===== src/rtl/dwsp_pkg.sv =====
package dwsp_pkg;

    // Field widths of the stream items
    localparam int PULSE_W  = 15;
    localparam int TARGET_W = 23;
    localparam int GAIN_W   = 16;
    localparam int DUTY_W   = 13;
    localparam int DIST_W   = 32;

    // Speed = signed count * 119 in Q.6; |speed| <= 32767*119 fits 23 bits signed
    localparam int SPEED_W  = 23;
    localparam int ERR_W    = 24;
    localparam logic signed [8:0] SPEED_MUL = 9'sd119;

    // Controller output clamp, whole units
    localparam int OUT_LIMIT = 7500;

    // Wide enough for integral + P + D before the output clamp
    localparam int SUM_W = 36;

    // Defaults for the top-level parameters
    localparam int unsigned DUTY_LIMIT_DEF     = 6500;
    localparam int unsigned INTEGRAL_LIMIT_DEF = 3000;

    // Configuration register indexes
    localparam int CFG_ADDR_W = 3;
    localparam logic [CFG_ADDR_W-1:0] REG_KP_LEFT  = 3'd0;
    localparam logic [CFG_ADDR_W-1:0] REG_KI_LEFT  = 3'd1;
    localparam logic [CFG_ADDR_W-1:0] REG_KD_LEFT  = 3'd2;
    localparam logic [CFG_ADDR_W-1:0] REG_KP_RIGHT = 3'd3;
    localparam logic [CFG_ADDR_W-1:0] REG_KI_RIGHT = 3'd4;
    localparam logic [CFG_ADDR_W-1:0] REG_KD_RIGHT = 3'd5;

    // PID gains of one wheel, unsigned Q8.8
    typedef struct packed {
        logic [GAIN_W-1:0] kp;
        logic [GAIN_W-1:0] ki;
        logic [GAIN_W-1:0] kd;
    } gain_t;

    // Input item as packed on s_tdata (last member is bit 0)
    typedef struct packed {
        logic                       pad;
        logic signed [TARGET_W-1:0] target_right;
        logic signed [TARGET_W-1:0] target_left;
        logic                       dir_pin_right;
        logic [PULSE_W-1:0]         pulses_right;
        logic                       dir_pin_left;
        logic [PULSE_W-1:0]         pulses_left;
        logic                       enable;
    } in_item_t;

    // Result item as packed on m_tdata (last member is bit 0)
    typedef struct packed {
        logic [3:0]        pad;
        logic [DIST_W-1:0] travel_right;
        logic [DIST_W-1:0] travel_left;
        logic              motor_dir_right;
        logic [DUTY_W-1:0] duty_right;
        logic              motor_dir_left;
        logic [DUTY_W-1:0] duty_left;
    } out_item_t;

endpackage


===== src/rtl/dwsp_wheel.sv =====
module dwsp_wheel #(
    parameter int unsigned DUTY_LIMIT     = dwsp_pkg::DUTY_LIMIT_DEF,
    parameter int unsigned INTEGRAL_LIMIT = dwsp_pkg::INTEGRAL_LIMIT_DEF,
    parameter logic        DIR_INIT       = 1'b0
) (
    input  logic                                 aclk,
    input  logic                                 aresetn,
    input  logic                                 step,
    input  logic                                 enable,
    input  logic                                 neg,
    input  logic [dwsp_pkg::PULSE_W-1:0]         pulses,
    input  logic signed [dwsp_pkg::TARGET_W-1:0] target,
    input  dwsp_pkg::gain_t                      gains,
    output logic [dwsp_pkg::DUTY_W-1:0]          duty,
    output logic                                 motor_dir,
    output logic [dwsp_pkg::DIST_W-1:0]          travel
);
    import dwsp_pkg::*;

    localparam int ILIM  = INTEGRAL_LIMIT * 64;
    localparam int IW    = $clog2(ILIM + 1) + 1;
    localparam int OLIM  = OUT_LIMIT * 64;
    localparam int OW    = $clog2(OLIM + 1) + 1;
    localparam int MW    = OW - 6;
    localparam int CMPW  = 17;
    localparam int DIFF_W = ERR_W + 1;
    localparam int PW    = GAIN_W + 1 + ERR_W;
    localparam int DW    = GAIN_W + 1 + DIFF_W;

    localparam logic signed [SUM_W-1:0] ILIM_S = SUM_W'(ILIM);
    localparam logic signed [SUM_W-1:0] OLIM_S = SUM_W'(OLIM);
    localparam logic [CMPW-1:0]         DLIM   = CMPW'(DUTY_LIMIT);

    logic signed [IW-1:0]     integ_reg, integ_next;
    logic signed [ERR_W-1:0]  prev_reg;
    logic [DIST_W-1:0]        dist_reg, dist_next;
    logic                     dir_reg;

    logic signed [PULSE_W:0]    cnt;
    logic signed [SPEED_W-1:0]  speed, speed_adj, speed_int;
    logic signed [ERR_W-1:0]    err;
    logic signed [DIFF_W-1:0]   diff;
    logic signed [PW-1:0]       p_prod, i_prod;
    logic signed [DW-1:0]       d_prod;
    logic signed [PW-9:0]       p_term, i_term;
    logic signed [DW-9:0]       d_term;
    logic signed [SUM_W-1:0]    integ_sum, out_sum;
    logic signed [OW-1:0]       out_c;
    logic [OW-1:0]              mag;
    logic [MW-1:0]              mag_int;
    logic [DUTY_W-1:0]          duty_c;
    logic                       dir_c;

    // Signed encoder speed in Q.6 and its whole part (toward zero)
    always_comb begin
        cnt       = neg ? -$signed({1'b0, pulses}) : $signed({1'b0, pulses});
        speed     = SPEED_W'(cnt * SPEED_MUL);
        speed_adj = speed + $signed({{(SPEED_W-6){1'b0}}, {6{speed[SPEED_W-1]}}});
        speed_int = speed_adj >>> 6;
        dist_next = dist_reg + {{(DIST_W-SPEED_W){speed_int[SPEED_W-1]}}, speed_int};
    end

    // Error terms and gain products; dropping 8 low bits is a floor shift
    always_comb begin
        err    = ERR_W'(target) - ERR_W'(speed);
        diff   = DIFF_W'(err) - DIFF_W'(prev_reg);
        p_prod = $signed({1'b0, gains.kp}) * err;
        i_prod = $signed({1'b0, gains.ki}) * err;
        d_prod = $signed({1'b0, gains.kd}) * diff;
        p_term = p_prod[PW-1:8];
        i_term = i_prod[PW-1:8];
        d_term = d_prod[DW-1:8];
    end

    // Sum, clamps and duty
    always_comb begin
        integ_sum = SUM_W'(integ_reg) + SUM_W'(i_term);
        out_sum   = integ_sum + SUM_W'(p_term) + SUM_W'(d_term);

        if (out_sum > OLIM_S) begin
            out_c = OW'(OLIM_S);
        end else if (out_sum < -OLIM_S) begin
            out_c = OW'(-OLIM_S);
        end else begin
            out_c = OW'(out_sum);
        end

        if (integ_sum > ILIM_S) begin
            integ_next = IW'(ILIM_S);
        end else if (integ_sum < -ILIM_S) begin
            integ_next = IW'(-ILIM_S);
        end else begin
            integ_next = IW'(integ_sum);
        end

        dir_c   = out_c[OW-1];
        mag     = dir_c ? OW'(-out_c) : OW'(out_c);
        mag_int = mag[OW-1:6];
        if (CMPW'(mag_int) > DLIM) begin
            duty_c = DUTY_W'(DLIM);
        end else begin
            duty_c = DUTY_W'(mag_int);
        end
    end

    assign duty      = enable ? duty_c : '0;
    assign motor_dir = enable ? dir_c : dir_reg;
    assign travel    = dist_next;

    // Wheel state: distance every transaction, PID state only when enabled
    always_ff @(posedge aclk) begin
        if (!aresetn) begin
            integ_reg <= '0;
            prev_reg  <= '0;
            dist_reg  <= '0;
            dir_reg   <= DIR_INIT;
        end else if (step) begin
            dist_reg <= dist_next;
            if (enable) begin
                integ_reg <= integ_next;
                prev_reg  <= err;
                dir_reg   <= dir_c;
            end
        end
    end

    a_integ_range: assert property (@(posedge aclk) disable iff (!aresetn)
        (SUM_W'(integ_reg) <= ILIM_S) && (SUM_W'(integ_reg) >= -ILIM_S))
        else $error("integral outside its clamp");

    a_idle_hold: assert property (@(posedge aclk) disable iff (!aresetn)
        !step |=> $stable(integ_reg) && $stable(prev_reg) && $stable(dist_reg))
        else $error("wheel state moved without a transaction");

    a_disabled_freeze: assert property (@(posedge aclk) disable iff (!aresetn)
        (step && !enable) |=> $stable(integ_reg) && $stable(prev_reg) && $stable(dir_reg))
        else $error("PID state changed on a disabled tick");

endmodule


===== config.mk =====
export PLATFORM = sky130hd
export DESIGN_NAME = dwsp_wheel
export DESIGN_NICKNAME = d
export VERILOG_FILES = /design/src/rtl/dwsp_pkg.sv /design/src/rtl/dwsp_wheel.sv
export SDC_FILE = /design/constraint.sdc
export NUM_CORES = 2
export LEC_CHECK = 0
export BUFFER_PORTS_ARGS = -buffer_cell sky130_fd_sc_hd__buf_2
export CAP_MARGIN = 20
export CORE_UTILIZATION = 55
export CTS_CLUSTER_DIAMETER = 60
export DETAILED_ROUTE_END_ITERATION = 10
export PLACE_DENSITY = 0.71
export SLEW_MARGIN = 20
export SYNTH_ARGS = -nofsm -noshare
export SYNTH_HDL_FRONTEND = slang
export SYNTH_SLANG_ARGS = --single-unit

===== constraint.sdc =====
create_clock -name aclk -period 27.6 [get_ports aclk]
set_clock_uncertainty 0.15 [all_clocks]
set_input_delay 2.76 -clock aclk [delete_from_list [all_inputs] [get_ports aclk]]
set_output_delay 2.76 -clock aclk [all_outputs]
set_load 0.01 [all_outputs]

==> flow_metrics.py <==
metrics = {
    "synthesis": {
        "synthesis.area_um2": 56200,
        "synth-async-reset-ratio_pct": 0,
        "syn_nets": 8404,
        "syn_area_per_cell_um2": 8.53,
        "yosys_most_used_dff": "dfxtp_1",
        "synth_edf_count": 0,
        "synthCells": 6595,
        "synth_top_area_share_pct": 43.3,
        "ys_warn_count": 0,
        "synth_area_leaders": "fa_1 (43%), ha_1 (11%), inv_1 (11%)",
        "synthMostInstantiatedCell": "inv_1",
        "ys_types": 91,
        "ys_seq_area_share_pct": 2.71,
        "ys_ff_latch": 76,
        "synth_area_leader_cell": "fa_1",
        "synthTopCellsByCount": "inv_1 (1577), fa_1 (1217), nand2_1 (878), ha_1 (501), and2_1 (434)",
    },
    "cts": {
        "clock-sinks": 76,
        "cts.clk_slew.worst_paths_ps": 60,
        "cts_root_buf": "clkbuf_16",
        "cts_setup_buffers": 0,
        "htreeDepth": 3,
        "clkLatencyLatePin_ps": 380,
        "clock_path_buffers": 2,
        "ctsResizeCount": 0,
        "cts_tree": "yes",
        "postCtsHoldBufs": 0,
        "cts_made_buffers": 9,
    },
    "floorplan": {
        "io_pins": 137,
        "num_rows": 116,
        "core_area_um2": 101000,
        "dieWidth_um": 322,
        "start_util_pct": 55.8,
        "dieArea_um2": 104000,
        "die-height_um": 322,
    },
    "run_status": {
        "status": "finished, final reports clean",
    },
    "setup_path": {
        "reg2regPathDepth": 55,
        "endpoint_kind": "output pin",
        "cp-start-kind": "input pin",
        "critPathBufInv": 12,
        "max_stage_delay_ps": 760,
        "crit_type": "in -> out",
        "r2r_start": "prev_reg[0]",
        "required_ps": 24690,
        "cp.arrival_ps": 23440,
        "slowest_stage": "fa_1",
        "path_delay_family": "adder cells",
        "reg2reg_slack_ps": 14060,
        "timing.rr.end": "dir_reg",
        "worstPathMaxFanout": 27,
    },
    "placement": {
        "routabilityCongestion": 0.940,
        "placement.cell_area_um2": 58300,
        "placed_cells": 7897,
        "dp_hpwl_um": 119000,
        "io_buffers": 136,
    },
    "timing": {
        "setup-violations-final": 0,
        "fin_crit_ps": 26350,
        "rsz0062_at_grt": "false",
        "hold_viol_final": 0,
        "fin_tns_setup_ps": 0,
        "fmax_mhz": 37.9,
        "relSlewSlack_pct": 21.0,
        "drv_slew": 0,
        "worstMarginPinSlew_ps": 1180,
        "min_period_over_period_pct": 95.5,
    },
    "routing": {
        "post_drt_wl_per_cell_um": 18.4,
        "drc": 0,
        "antenna_left": 0,
        "first_pass_iters": 6,
        "wl_um": 146000,
        "via_count": 43463,
        "drtIter0Drc": 2682,
        "vias_per_cell": 5.49,
    },
    "layout": {
        "area_delta_synth_final_pct": 4.43,
        "largest_register_ffs": 32,
        "fin_util_pct": 58.3,
        "multi_input_area_um2": 48200,
        "stdcell_count": 7919,
        "nNetsFinal": 8361,
        "drive_gt1_share_pct": 4.35,
        "num-fill-cells": 9153,
        "design_area_um2": 58700,
        "register_area_um2": 1520,
    },
    "grt": {
        "gr-total-overflow": 0,
        "grt.total_usage_pct": 29.6,
        "busiest_layer": "met2",
        "use_met1_pct": 38.5,
        "grt_max_degree": 53,
        "grt_pass1_wl_um": 243000,
        "met2_usage_pct": 51.3,
        "grt_pass1_vias": 46826,
        "use_met3_pct": 3.40,
        "antenna_found_initial": 12,
    },
    "hold_path": {
        "hold_depth": 2,
        "min-delay-start": "prev_reg[4]",
        "holdCritPathClass": "reg -> reg",
        "hold_end": "prev_reg[4]",
    },
    "job": {
        "maxCapViolations": 0,
    },
}
tightest hold or removal path: stages, from the launching register on:
cell and delay [ps]:
dfxtp_1 310, nand2_1 40, a21boi_0 60
metal layers:
metal / part of all wire (%) / up-vias
met4: 3.9 / 8
met2: 49 / 1294
met5: 0.027 / -
li1: - / 19789
met3: 5.7 / 233
met1: 41 / 22139
metrics by stage:
step	setup WS [ps]	hold slack [ps]
after floorplan	4160	280
after global placement	1790	297
after detailed placement	1100	299
after CTS	1010	316
after global routing	82.4	335
final	1250	314
layout by cell type, fill, tap and decap left out, types with 7 or more instances in the layout:
master | synthesis | routed
a21o_1 | 75 | 75
o21ai_2 | 13 | 13
nor2_1 | 182 | 179
clkbuf_16 | 0 | 9
inv_1 | 1577 | 1577
dfxtp_1 | 76 | 76
a2111oi_0 | 9 | 9
fa_1 | 1217 | 1217
nor3b_1 | 9 | 9
or2_2 | 13 | 13
or3_1 | 19 | 19
and3_1 | 36 | 36
buf_4 | 1 | 49
xnor2_1 | 211 | 196
nand3_1 | 60 | 59
and2_1 | 434 | 434
a21oi_1 | 193 | 193
o211ai_1 | 13 | 13
a21boi_0 | 24 | 23
a211oi_1 | 22 | 22
o21a_1 | 59 | 59
xnor2_2 | 0 | 14
o21ai_0 | 117 | 117
nand4_1 | 19 | 19
buf_2 | 8 | 136
and4_1 | 9 | 9
xor2_1 | 126 | 116
a31oi_1 | 30 | 30
o21bai_1 | 23 | 23
nor3_1 | 60 | 60
o31a_1 | 8 | 8
nand2_1 | 878 | 878
nor4_1 | 13 | 13
nand2b_1 | 45 | 45
o31ai_1 | 18 | 18
o21ai_1 | 7 | 7
ha_1 | 501 | 501
xor2_4 | 0 | 7
nor2b_1 | 102 | 102
mux2i_1 | 32 | 32
area by class of cell:
type,count,area share (%)
multi-input combinational,4700,82.0
inverter,1579,10.1
sequential,76,2.59
antenna,6,0.0256
clock buffer,11,0.430
clock inverter,4,0.124
timing repair buffer,186,1.80
tap,1357,2.89
how the worst max path moves through the flow:
stage          startpoint  endpoint  slack [ps]  depth (start not counted)
2_1_floorplan         neg   duty[3]        4160                         83
3_3_place_gp    pulses[0]   duty[7]        1790                         80
3_5_place_dp    pulses[0]   duty[6]        1100                         76
4_1_cts         pulses[0]   duty[6]        1010                         76
5_1_grt         pulses[0]   duty[6]          80                         79
6_report        pulses[0]   duty[6]        1250                         79
cells by family (layout without fill, tap and decap cells):
group	count (synthesis)	after routing	synth area share [%]
AND/OR/NAND/NOR	1908	1908	16.5
buffers and inverters	1819	1780	12.2
adder cells (fa/ha/maj)	1723	1723	54.6
AO/OA/AOI/OAI	697	697	8.21
XOR/XNOR	337	337	5.25
flip-flops	76	76	2.71
multiplexers	35	35	0.630
other	0	6	0
Power is left out: the tool's default activity adds up to more than one toggle a clock period on the data nets, which glitch-free logic cannot reach.
